--- src/rtl/masked_3d_value_dilation_assert.svh ---
// assertion macros used by rtl/masked_3d_value_dilation.sv
`ifndef MASKED_3D_VALUE_DILATION_ASSERT_SVH
`define MASKED_3D_VALUE_DILATION_ASSERT_SVH

// same-cycle implication, checked outside reset
`define M3VD_ASSERT(lbl, pre, post) \
    lbl: assert property (@(posedge i_clk) disable iff (!i_rst_n) (pre) |-> (post)) \
        else $error("m3vd same-cycle check failed");

// next-cycle implication, checked outside reset
`define M3VD_ASSERT_NEXT(lbl, pre, post) \
    lbl: assert property (@(posedge i_clk) disable iff (!i_rst_n) (pre) |=> (post)) \
        else $error("m3vd next-cycle check failed");

`endif

--- src/rtl/m3vd_ram.sv ---
`timescale 1ns / 1ps
module m3vd_ram #(
    parameter int DEPTH = 256,
    parameter int WIDTH = 8
) (
    input  logic                     i_clk,
    input  logic                     i_en,
    input  logic [$clog2(DEPTH)-1:0] i_addr,
    input  logic [WIDTH-1:0]         i_wdata,
    output logic [WIDTH-1:0]         o_rdata
);
    logic [WIDTH-1:0] r_mem [DEPTH];
    logic [WIDTH-1:0] r_rdata;

    // read-before-write on the same slot gives a ring delay
    always_ff @(posedge i_clk) begin
        if (i_en) begin
            r_rdata        <= r_mem[i_addr];
            r_mem[i_addr]  <= i_wdata;
        end
    end

    assign o_rdata = r_rdata;
endmodule
--- config.mk ---
export PLATFORM = sky130hd
export DESIGN_NAME = m3vd_ram
export DESIGN_NICKNAME = d
export VERILOG_FILES = /design/src/rtl/masked_3d_value_dilation_assert.svh /design/src/rtl/m3vd_ram.sv
export SDC_FILE = /design/constraint.sdc
export NUM_CORES = 2
export LEC_CHECK = 0
export BUFFER_PORTS_ARGS = -buffer_cell sky130_fd_sc_hd__buf_2
export CAP_MARGIN = 20
export CORE_MARGIN = 4
export CORE_UTILIZATION = 60
export CTS_BUF_LIST = sky130_fd_sc_hd__clkbuf_16
export CTS_CLUSTER_SIZE = 28
export DETAILED_ROUTE_END_ITERATION = 16
export PLACE_DENSITY = 0.76
export SKIP_CTS_REPAIR_TIMING = 1
export SYNTH_ARGS = -nofsm -noshare
export SYNTH_HDL_FRONTEND = slang
export SYNTH_SLANG_ARGS = --single-unit
--- constraint.sdc ---
create_clock -name i_clk -period 3.12 [get_ports i_clk]
set_input_delay 0.156 -clock i_clk [delete_from_list [all_inputs] [get_ports i_clk]]
set_output_delay 0.156 -clock i_clk [all_outputs]
set_load 0.01 [all_outputs]
==> impl_metrics.sql <==
INSERT INTO impl_metrics (metric_group, metric, value, unit) VALUES
('logic_synthesis', 'post-synth-top-area-fraction', '78.58', '%'),
('sta', 'grt_setup_unrepaired', 'false', ''),
('finish', 'fin_nets', '4043', ''),
('job', 'maxCapViolations', '0', ''),
('sta', 'layout_min_cycle_time', '2.978', 'ns'),
('logic_synthesis', 'post_synth_num_cell_types', '21', ''),
('sta', 'fin_worst_hold_slack', '-0.03882', 'ns'),
('logic_synthesis', 'ys_seq_area_share', '78.58', '%'),
('grt', 'first_global_vias', '40420', ''),
('logic_synthesis', 'async_s_r_ff_share_synth', '0', '%'),
('logic_synthesis', 'synth-edff-count', '2056', ''),
('floorplanning', 'start_util', '60.53', '%'),
('run_status', 'violated_checks', 'negative hold slack', ''),
('clock_tree', 'cts.clk_slew.worst_paths', '0.06', 'ns'),
('power', 'cellPowerDensity', '620.5', 'nW/um2'),
('route', 'detail_route.wl_per_cell', '32.45', 'um'),
('sta', 'final.setup.worst_slack', '0.1421', 'ns'),
('sta', 'hold_violations', '13', ''),
('route', 'dr.first_iter.drc_count', '5816', ''),
('sta', 'relSlewSlack', '27.35', '%'),
('logic_synthesis', 'synthesis.yosys.warnings', '0', ''),
('clock_tree', 'cts_tree', 'yes', ''),
('route', 'drcViolationCount', '0', ''),
('logic_synthesis', 'syn-cell-area', '78570', 'um2'),
('power', 'share_comb_of_total_power', '4.8', '%'),
('setup_path', 'cp_max_fo', '1', ''),
('logic_synthesis', 'synth_flop_cell', 'sky130_fd_sc_hd__edfxtp_1', ''),
('sta', 'totalNegativeSetupSlack', '0', 'ns'),
('clock_tree', 'cts_max_level', '4', ''),
('sta', 'drv_slew', '0', ''),
('route', 'finalWirelength', '192.5', 'mm'),
('route', 'via_per_inst', '6.793', ''),
('power', 'power.clock.fraction', '40.9', '%'),
('min_path', 'hold_crit_path_type', 'input port to flop', ''),
('floorplanning', 'fp-row-count', '132', ''),
('run_status', 'outcome', 'finished with violations', ''),
('route', 'final_antenna_net_count', '0', ''),
('logic_synthesis', 'synthesis.area_per_instance', '22.15', 'um2'),
('finish', 'synthToLayoutAreaGrowth', '15.14', '%'),
('setup_path', 'required_arrival_time_at_the_worst_endpoint', '3.65', 'ns'),
('floorplanning', 'fp.coreArea', '129800', 'um2'),
('sta', 'timing.final.crit_share', '95.45', '%'),
('route', 'firstDrtPassIters', '6', ''),
('placed_design', 'dp_hpwl', '114.2', 'mm'),
('logic_synthesis', 'flip_flop_and_latch_count_after_synthesis', '2056', ''),
('sta', 'timing.final.setup_violations', '0', ''),
('clock_tree', 'cts_max_path_buffers', '3', ''),
('grt', 'track_usage', '28.71', '%'),
('logic_synthesis', 'synth.top_cells.by_count', 'sky130_fd_sc_hd__edfxtp_1 (2056), sky130_fd_sc_hd__mux4_2 (512), sky130_fd_sc_hd__a22oi_1 (256), sky130_fd_sc_hd__nor2_1 (232), sky130_fd_sc_hd__clkbuf_1 (145)', ''),
('power', 'power_frac_seq', '54.3', '%'),
('logic_synthesis', 'syn-instance-count', '3547', ''),
('placed_design', 'detailedPlace.worstSlack', '-0.4500', 'ns'),
('grt', 'grt_start_max_net_pins', '129', ''),
('placed_design', 'port_buffers', '25', ''),
('power', 'report.power.total', '56.13', 'mW'),
('setup_path', 'ff2ff_setup_slack', '0.14', 'ns'),
('power', 'cell_internal_pwr', '44.49', 'mW'),
('power', 'power.leakage', '28.70', 'nW'),
('clock_tree', 'root_buffer', 'sky130_fd_sc_hd__clkbuf_16', ''),
('floorplanning', 'num_io_pins', '26', ''),
('floorplanning', 'dieArea', '136800', 'um2'),
('logic_synthesis', 'synth.net_count', '3565', ''),
('setup_path', 'arrival_time_of_data_at_the_critical_path_endpoint', '3.51', 'ns'),
('setup_path', 'worst_setup_path_end_kind', 'flop', ''),
('power', 'ir_drop', '0.6102', 'mV'),
('power', 'netSwitchingPower', '11.64', 'mW'),
('logic_synthesis', 'yosys.cell_count.top_type', 'sky130_fd_sc_hd__edfxtp_1', ''),
('placed_design', 'weighted_congestion_at_the_end_of_routability_driven_global_placement', '0.8668', ''),
('route', 'routed-via-count', '40300', ''),
('clock_tree', 'worstSkewPairLatency', '0.82', 'ns'),
('setup_path', 'worstSetupStartpointType', 'flop', '');
per-layer routing:
metal  GRT usage, %  routed length [um]  up-vias
met1          41.10               70490    21050
met4          9.306                6262        6
met2          45.29               95020     2803
met5              0                  29        -
met3          6.154               20710      388
li1               -                   -    16050
kinds of logic (layout without fill, tap and decap cells):
logic type | Yosys count | in the layout | share of synthesized area [%]
flops | 2056 | 2056 | 78.58
mux | 512 | 512 | 14.68
compound gates | 416 | 416 | 3.618
simple gates | 330 | 330 | 1.731
buf+inv | 233 | 871 | 1.400
other cells | 0 | 5 | 0
sequential cells by signal, summed over array words and instances, names as in the netlist:
register / flops
o_rdata: 8
r_mem: 2048
power by group through the flow:
stage,Sequential (mW),Combinational [mW],Clock (mW)
2_1_floorplan,31.1,1.35,0
3_3_place_gp,31.1,2.60,0
3_5_place_dp,31.1,2.66,0
4_1_cts,30.5,2.69,23.2
5_1_grt,30.5,2.82,24.4
6_report,30.5,2.69,22.9
metrics by stage:
stage,util (%),instances,area (um2)
after floorplan,-,3547,78570
after global placement,64.90,5567,84240
after detailed placement,64.90,5567,84240
after CTS,69.65,5923,90420
after global routing,69.68,5928,90460
final,69.69,5932,90470
placed cells by master (no fill, tap or decap), drive strengths merged, types with 8 or more instances in the layout:
cell type	synthesis	routed
buf	87	503
clkinv	0	85
nor3	30	30
nand3	13	13
o41ai	32	32
nand4	8	8
a22oi	256	256
inv	1	54
a21oi	128	128
bufinv	0	21
clkbuf	145	202
edfxtp	2056	2056
mux4	512	512
nand2	28	28
nor2	232	232
path summary, 6_finish.rpt:
check                     startpoint                     end  cells past startpoint
min                       i_wdata[1]  r_mem[72][1]$_DFFE_PP_                      1
max reg2reg   r_mem[72][3]$_DFFE_PP_    o_rdata[3]$_DFFE_PP_                      6
min reg2reg  r_mem[134][3]$_DFFE_PP_    o_rdata[3]$_DFFE_PP_                      5
max           r_mem[72][3]$_DFFE_PP_    o_rdata[3]$_DFFE_PP_                      6
cell type report:
cell class	count	area [um2]
Multi-Input combinational cell	1258	15760
Clock buffer	194	4855
Clock inverter	162	1321
Fill cell	7465	39350
Timing Repair Buffer	514	4592
Tap cell	1742	2180
Antenna cell	5	12.51
Sequential cell	2056	61740
Inverter	1	3.754
critical path, cell delays in order (launching register included):
cell	delay, ns
sky130_fd_sc_hd__edfxtp_1	0.37
sky130_fd_sc_hd__mux4_2	0.45
sky130_fd_sc_hd__a22oi_1	0.35
sky130_fd_sc_hd__a21oi_1	0.22
sky130_fd_sc_hd__o41ai_1	0.97
sky130_fd_sc_hd__buf_4	0.26
sky130_fd_sc_hd__nand4_1	0.09
Power figures use the tool's default switching activity.
